$ cat src/rtl/tbo_pkg.sv
// Shared constants for the triangle/box overlap pipeline.
package tbo_pkg;

  // Default coordinate format: signed Q16.16
  localparam int COORD_BITS_DEF = 32;
  localparam int FRAC_BITS_DEF  = 16;

  // Multiplier slicing and latency
  localparam int CHUNK_W = 32;
  localparam int MUL_LAT = 5;

  // Configuration register indexes
  localparam int REG_IDX_W = 3;
  localparam logic [REG_IDX_W-1:0] REG_MIN_X = REG_IDX_W'(0);
  localparam logic [REG_IDX_W-1:0] REG_MIN_Y = REG_IDX_W'(1);
  localparam logic [REG_IDX_W-1:0] REG_MIN_Z = REG_IDX_W'(2);
  localparam logic [REG_IDX_W-1:0] REG_MAX_X = REG_IDX_W'(3);
  localparam logic [REG_IDX_W-1:0] REG_MAX_Y = REG_IDX_W'(4);
  localparam logic [REG_IDX_W-1:0] REG_MAX_Z = REG_IDX_W'(5);

  // Tolerance denominators: 1e-6 on extents, 1e-7 on sign and radius, 1e-5 touch (squared)
  localparam logic [63:0]  EXT_TOL_DEN = 64'd1000000;
  localparam logic [127:0] RAD_TOL_DEN = 128'd10000000;

  // Scale factors applied to plane distances
  localparam int K_W = 35;
  localparam logic signed [K_W-1:0] TOUCH_K = 35'sd10000000000;
  localparam logic signed [K_W-1:0] SIGN_K  = 35'sd10000000;

endpackage

$ cat src/rtl/tbo_mul.sv
// Pipelined exact signed multiplier built from 32x32 partial products.
module tbo_mul #(
  parameter int WA = 32,
  parameter int WB = 32
) (
  input  logic                    clk,
  input  logic                    en,
  input  logic signed [WA-1:0]    a,
  input  logic signed [WB-1:0]    b,
  output logic signed [WA+WB-1:0] p
);

  localparam int CW  = tbo_pkg::CHUNK_W;
  localparam int NA  = (WA + CW - 1) / CW;
  localparam int NB  = (WB + CW - 1) / CW;
  localparam int PWD = CW * (NA + NB);
  localparam int SGN = tbo_pkg::MUL_LAT - 1;

  logic [WA-1:0]        ua;
  logic [WB-1:0]        ub;
  logic [CW*NA-1:0]     ma_r;
  logic [CW*NB-1:0]     mb_r;
  logic [SGN-1:0]       sg_r;
  logic [2*CW-1:0]      pp_r [NA][NB];
  logic [PWD-1:0]       row_nxt [NA];
  logic [PWD-1:0]       row_r [NA];
  logic [PWD-1:0]       tot_nxt;
  logic [PWD-1:0]       tot_r;
  logic signed [WA+WB-1:0] prod_r;

  // magnitudes of the operands
  always_comb begin
    ua = a[WA-1] ? (~a + 1'b1) : a;
    ub = b[WB-1] ? (~b + 1'b1) : b;
  end

  // row sums of partial products
  always_comb begin
    for (int i = 0; i < NA; i++) begin
      row_nxt[i] = '0;
      for (int j = 0; j < NB; j++) begin
        row_nxt[i] = row_nxt[i] + (PWD'(pp_r[i][j]) << (CW * j));
      end
    end
  end

  // final sum over rows
  always_comb begin
    tot_nxt = '0;
    for (int i = 0; i < NA; i++) begin
      tot_nxt = tot_nxt + (row_r[i] << (CW * i));
    end
  end

  // five register stages: magnitude, partials, rows, total, sign
  always_ff @(posedge clk) begin
    if (en) begin
      ma_r <= (CW*NA)'(ua);
      mb_r <= (CW*NB)'(ub);
      sg_r <= {sg_r[SGN-2:0], a[WA-1] ^ b[WB-1]};
      for (int i = 0; i < NA; i++) begin
        for (int j = 0; j < NB; j++) begin
          pp_r[i][j] <= ma_r[CW*i +: CW] * mb_r[CW*j +: CW];
        end
      end
      row_r  <= row_nxt;
      tot_r  <= tot_nxt;
      prod_r <= (WA+WB)'(sg_r[SGN-1] ? (~tot_r + 1'b1) : tot_r);
    end
  end

  assign p = prod_r;

endmodule
$ cat config.mk
export PLATFORM = sky130hd
export DESIGN_NAME = tbo_mul
export DESIGN_NICKNAME = d
export VERILOG_FILES = /design/src/rtl/tbo_pkg.sv /design/src/rtl/tbo_mul.sv
export SDC_FILE = /design/constraint.sdc
export NUM_CORES = 2
export LEC_CHECK = 0
export ABC_AREA = 1
export BUFFER_PORTS_ARGS = -buffer_cell sky130_fd_sc_hd__buf_2
export CAP_MARGIN = 30
export CORE_MARGIN = 1.5
export CORE_UTILIZATION = 45
export CTS_CLUSTER_DIAMETER = 150
export DETAILED_ROUTE_END_ITERATION = 8
export PLACE_DENSITY_LB_ADDON = 0.12
export REMOVE_ABC_BUFFERS = 1
export SLEW_MARGIN = 10
export SYNTH_ARGS = -nofsm -noshare
export SYNTH_HDL_FRONTEND = slang
export SYNTH_SLANG_ARGS = --single-unit
$ cat constraint.sdc
create_clock -name clk -period 9 [get_ports clk]
set_clock_uncertainty 0.1 [all_clocks]
set_input_delay 0.45 -clock clk [delete_from_list [all_inputs] [get_ports clk]]
set_output_delay 0.45 -clock clk [all_outputs]
set_load 0.05 [all_outputs]
==> key figures <==
Run status
  – Run status: completed

Clock tree
  – CTS tree: yes
  – Clock transition at path regs: 60 ps
  – Post-CTS Setup Inserts: 0
  – Post-CTS resize count: 0
  – Worst-Skew Late Latency: between 500 and 600 ps
  – Num Clock Sinks: 324
  – Max clock buf depth: 3
  – H-tree Lvls: 2
  – Num CTS Buffers: 37
  – CTS root buffer: clkbuf_16

Floorplanning
  – Die Ht: 336 um
  – Die Wd: 336 um
  – Die footprint: 0.113 mm2
  – Core area: 0.109 mm2
  – Initial Util: 0.456
  – I/O Pins: 130
  – # rows: 121

Placed design
  – Post-DP Area: 0.0526 mm2
  – DPL Wire Length: 114000 um
  – GPL Wtd Cong: ~0.94
  – Port-buffer cells: 129

STA
  – Setup TNS: 0 ps
  – RSZ-0062 raised after global routing: false
  – Final setup viols: 0
  – Slew Limit Headroom: 0.263
  – Least-Margin Pin Slew: 1100 ps
  – Max Freq: 0.127 GHz
  – Tcrit/Tclk final: 0.872
  – Minimum clock period: 7850 ps
  – Slew Limit Fails: 0
  – Final hold violations: 0
  – Hold_ws: 56.0 ps

Routing
  – DR vias: around 37000
  – Remaining DRCs: 0
  – DR WL/cell: between 15 and 20 um
  – Wirelength, routed: between 100000 and 150000 um
  – Via density: 4.80
  – DRT Pass-1 Iters: 5
  – DRT iter0 DRCs: 2357
  – Routed Antenna Nets: 0

Worst setup path
  – Setup CP Type: register to register
  – Most used cell, CP: fa_1
  – Worst path slowest cell: edfxtp_1
  – Top delay family on crit path: adder cells
  – R2R Setup Slk: 1150 ps
  – R2r worst-path depth: 24
  – Worst r2r src: mb_r[5]
  – CP max stage delay: ~950 ps
  – Buffers & Inverters on Critical Path: 6
  – Crit Path Max Fanout: 19
  – Worst path required time: just over 9000 ps
  – Critical path capture point type: register
  – Worst Path Arrival: 8060 ps
  – R2R Path End: pp_r[0][52]
  – Critical path cell sequence: buf_4 > nand2_1 > fa_1 > inv_1 > fa_1 > fa_1 > inv_1 > fa_1 > inv_1 > fa_1 > fa_1 > fa_1 > inv_1 > fa_1 > inv_1 > ha_1 > nand2_1 > nor2_1 > and2_1 > nand2_1 > nor3_1 > nand2_1 > nand3_1 > nand2_1
  – Startpoint types: register

Hold path
  – Min-Delay Path Depth: 3
  – Hold Crit Start: a[29]
  – Hold WC Path Type: primary input to register
  – WHS Endpoint: ma_r[29]

Finish
  – Nets: 7425
  – Synthesis-to-finish area growth: 8.12%
  – N_diodes: 0
  – Commonest cells after routing, fill and taps aside: inv_1 (1863), nand2_1 (1798), fa_1 (896)
  – Design Area, Final: 0.0539 mm2
  – Area of the multi-input gates: ~0.032 mm2
  – Share of cells above drive strength 1: 0.0585
  – Post-layout util: 0.493
  – Most common cell after layout, fill and taps aside: inv_1
  – Register area: 0.00973 mm2
  – Fillers: 10900

Logic synthesis
  – Cell area after synthesis: between 0.04 and 0.05 mm2
  – Synth Flop Type: edfxtp_1
  – Avg Cell Area, Syn: 8.14 um2
  – Post-synth ARST share: 0
  – Syn Inst Count: 6122
  – Synth unique cells: 43
  – Number of enable flip-flop cells after synthesis: 324
  – Sequential-to-total area share from yosys stat: 0.195
  – Number of synthesized register bits: 324
  – YS warnings: 0

Global route
  – Initial antenna violation count: 2
  – Gr usage total: 0.256
  – Grt ovf: 0
  – Largest net degree at the start of global routing: 149
  – Vias in the first global route: 39100
  – First-pass GRT wire length: 221000 um

Flow run
  – Max-Cap Viols: 0
layout make-up:
cell class,instances,share of cell area
repair buffers,244,0.0325
multi-input cells,3714,0.599
clock buffers,41,0.0175
flip-flops and latches,324,0.181
well taps,1476,0.0343
clock inverters,25,0.00550
inverters,1876,0.131
worst max-delay path by stage:
| stage | start | slack, ps | end | cells after the start |
|---|---|---|---|---|
| 6_report | mb_r[5] | 1150 | pp_r[0][52] | 24 |
| 5_1_grt | mb_r[5] | 890 | pp_r[0][52] | 24 |
| 4_1_cts | mb_r[5] | 1150 | pp_r[0][52] | 24 |
| 3_5_place_dp | mb_r[5] | 1180 | pp_r[0][52] | 24 |
| 3_3_place_gp | ma_r[14] | 1080 | pp_r[0][52] | 22 |
| 2_1_floorplan | ma_r[31] | 2430 | pp_r[0][61] | 25 |
sequential cells by signal, indices dropped and copies added (netlist names):
signal and cells:
p 64, ma_r 32, tot_r 64, pp_r 64, row_r 64, mb_r 32
sg_r 4
metrics by stage:
stage                     cells  setup slack, ps
final                      7700             1150
after global routing       7700              890
after CTS                  7697             1150
after detailed placement   7629             1180
after global placement     7620             1080
after floorplan            5914             2430
Yosys cell counts, types with 3 or more instances:
cell type  count  area [um2]
fa_1         896       17900
o211ai_1       3        22.5
ha_1         266        3330
xnor2_1       20         175
nor2_2        18         113
nor4_1         4        25.0
nand2_4        3        33.8
o21bai_1      13        97.6
clkbuf_1     204         766
edfxtp_1     324        9730
nand3_2        4        40.0
nand2_2        9        56.3
buf_2          3        15.0
o21ai_1       11        55.1
and2_1         3        18.8
nand3b_1       7        52.6
inv_1       1863        6990
nand2_1     1798        6750
inv_2         10        37.5
nand3_1      136         681
nor2_1       237         890
xor2_1       111         972
nor3_1        24         120
a31oi_1        4        25.0
a21oi_1       48         240
o21ai_0       36         180
o21ai_2        3        26.3
nor3_2         3        30.0
nor2_4         5        56.3
nand4_1       40         250
worst min-delay path, delay by kind of cell:
family / cells / cell delay (ps)
buf+inv: 1 / 90
simple gates: 2 / 90
kinds of logic (layout without fill, tap and decap cells):
logic type / count (synthesis) / after routing / share of synthesized area
buf+inv: 2084 / 2186 / 0.157
compound gates: 122 / 122 / 0.0139
simple gates: 2299 / 2299 / 0.184
flops: 324 / 324 / 0.195
xor+xnor: 131 / 131 / 0.0230
fa+ha+maj: 1162 / 1162 / 0.427
routing by layer:
layer / vias up / routed length (um) / global-route usage
met2: 1048 / 65200 / 0.430
li1: 17500 / - / -
met1: 18200 / 61100 / 0.346
met4: 0 / 4670 / 0.0792
met3: 190 / 8040 / 0.0332
met5: - / 0 / 0
repair_timing:
action,CTS,global route
endpoints found under the setup margin,0,0
hold buffers,2,0
hold endpoints to repair,2,0
Power is left out: the tool's default activity adds up to more than one toggle a clock period on the data nets, which glitch-free logic cannot reach.
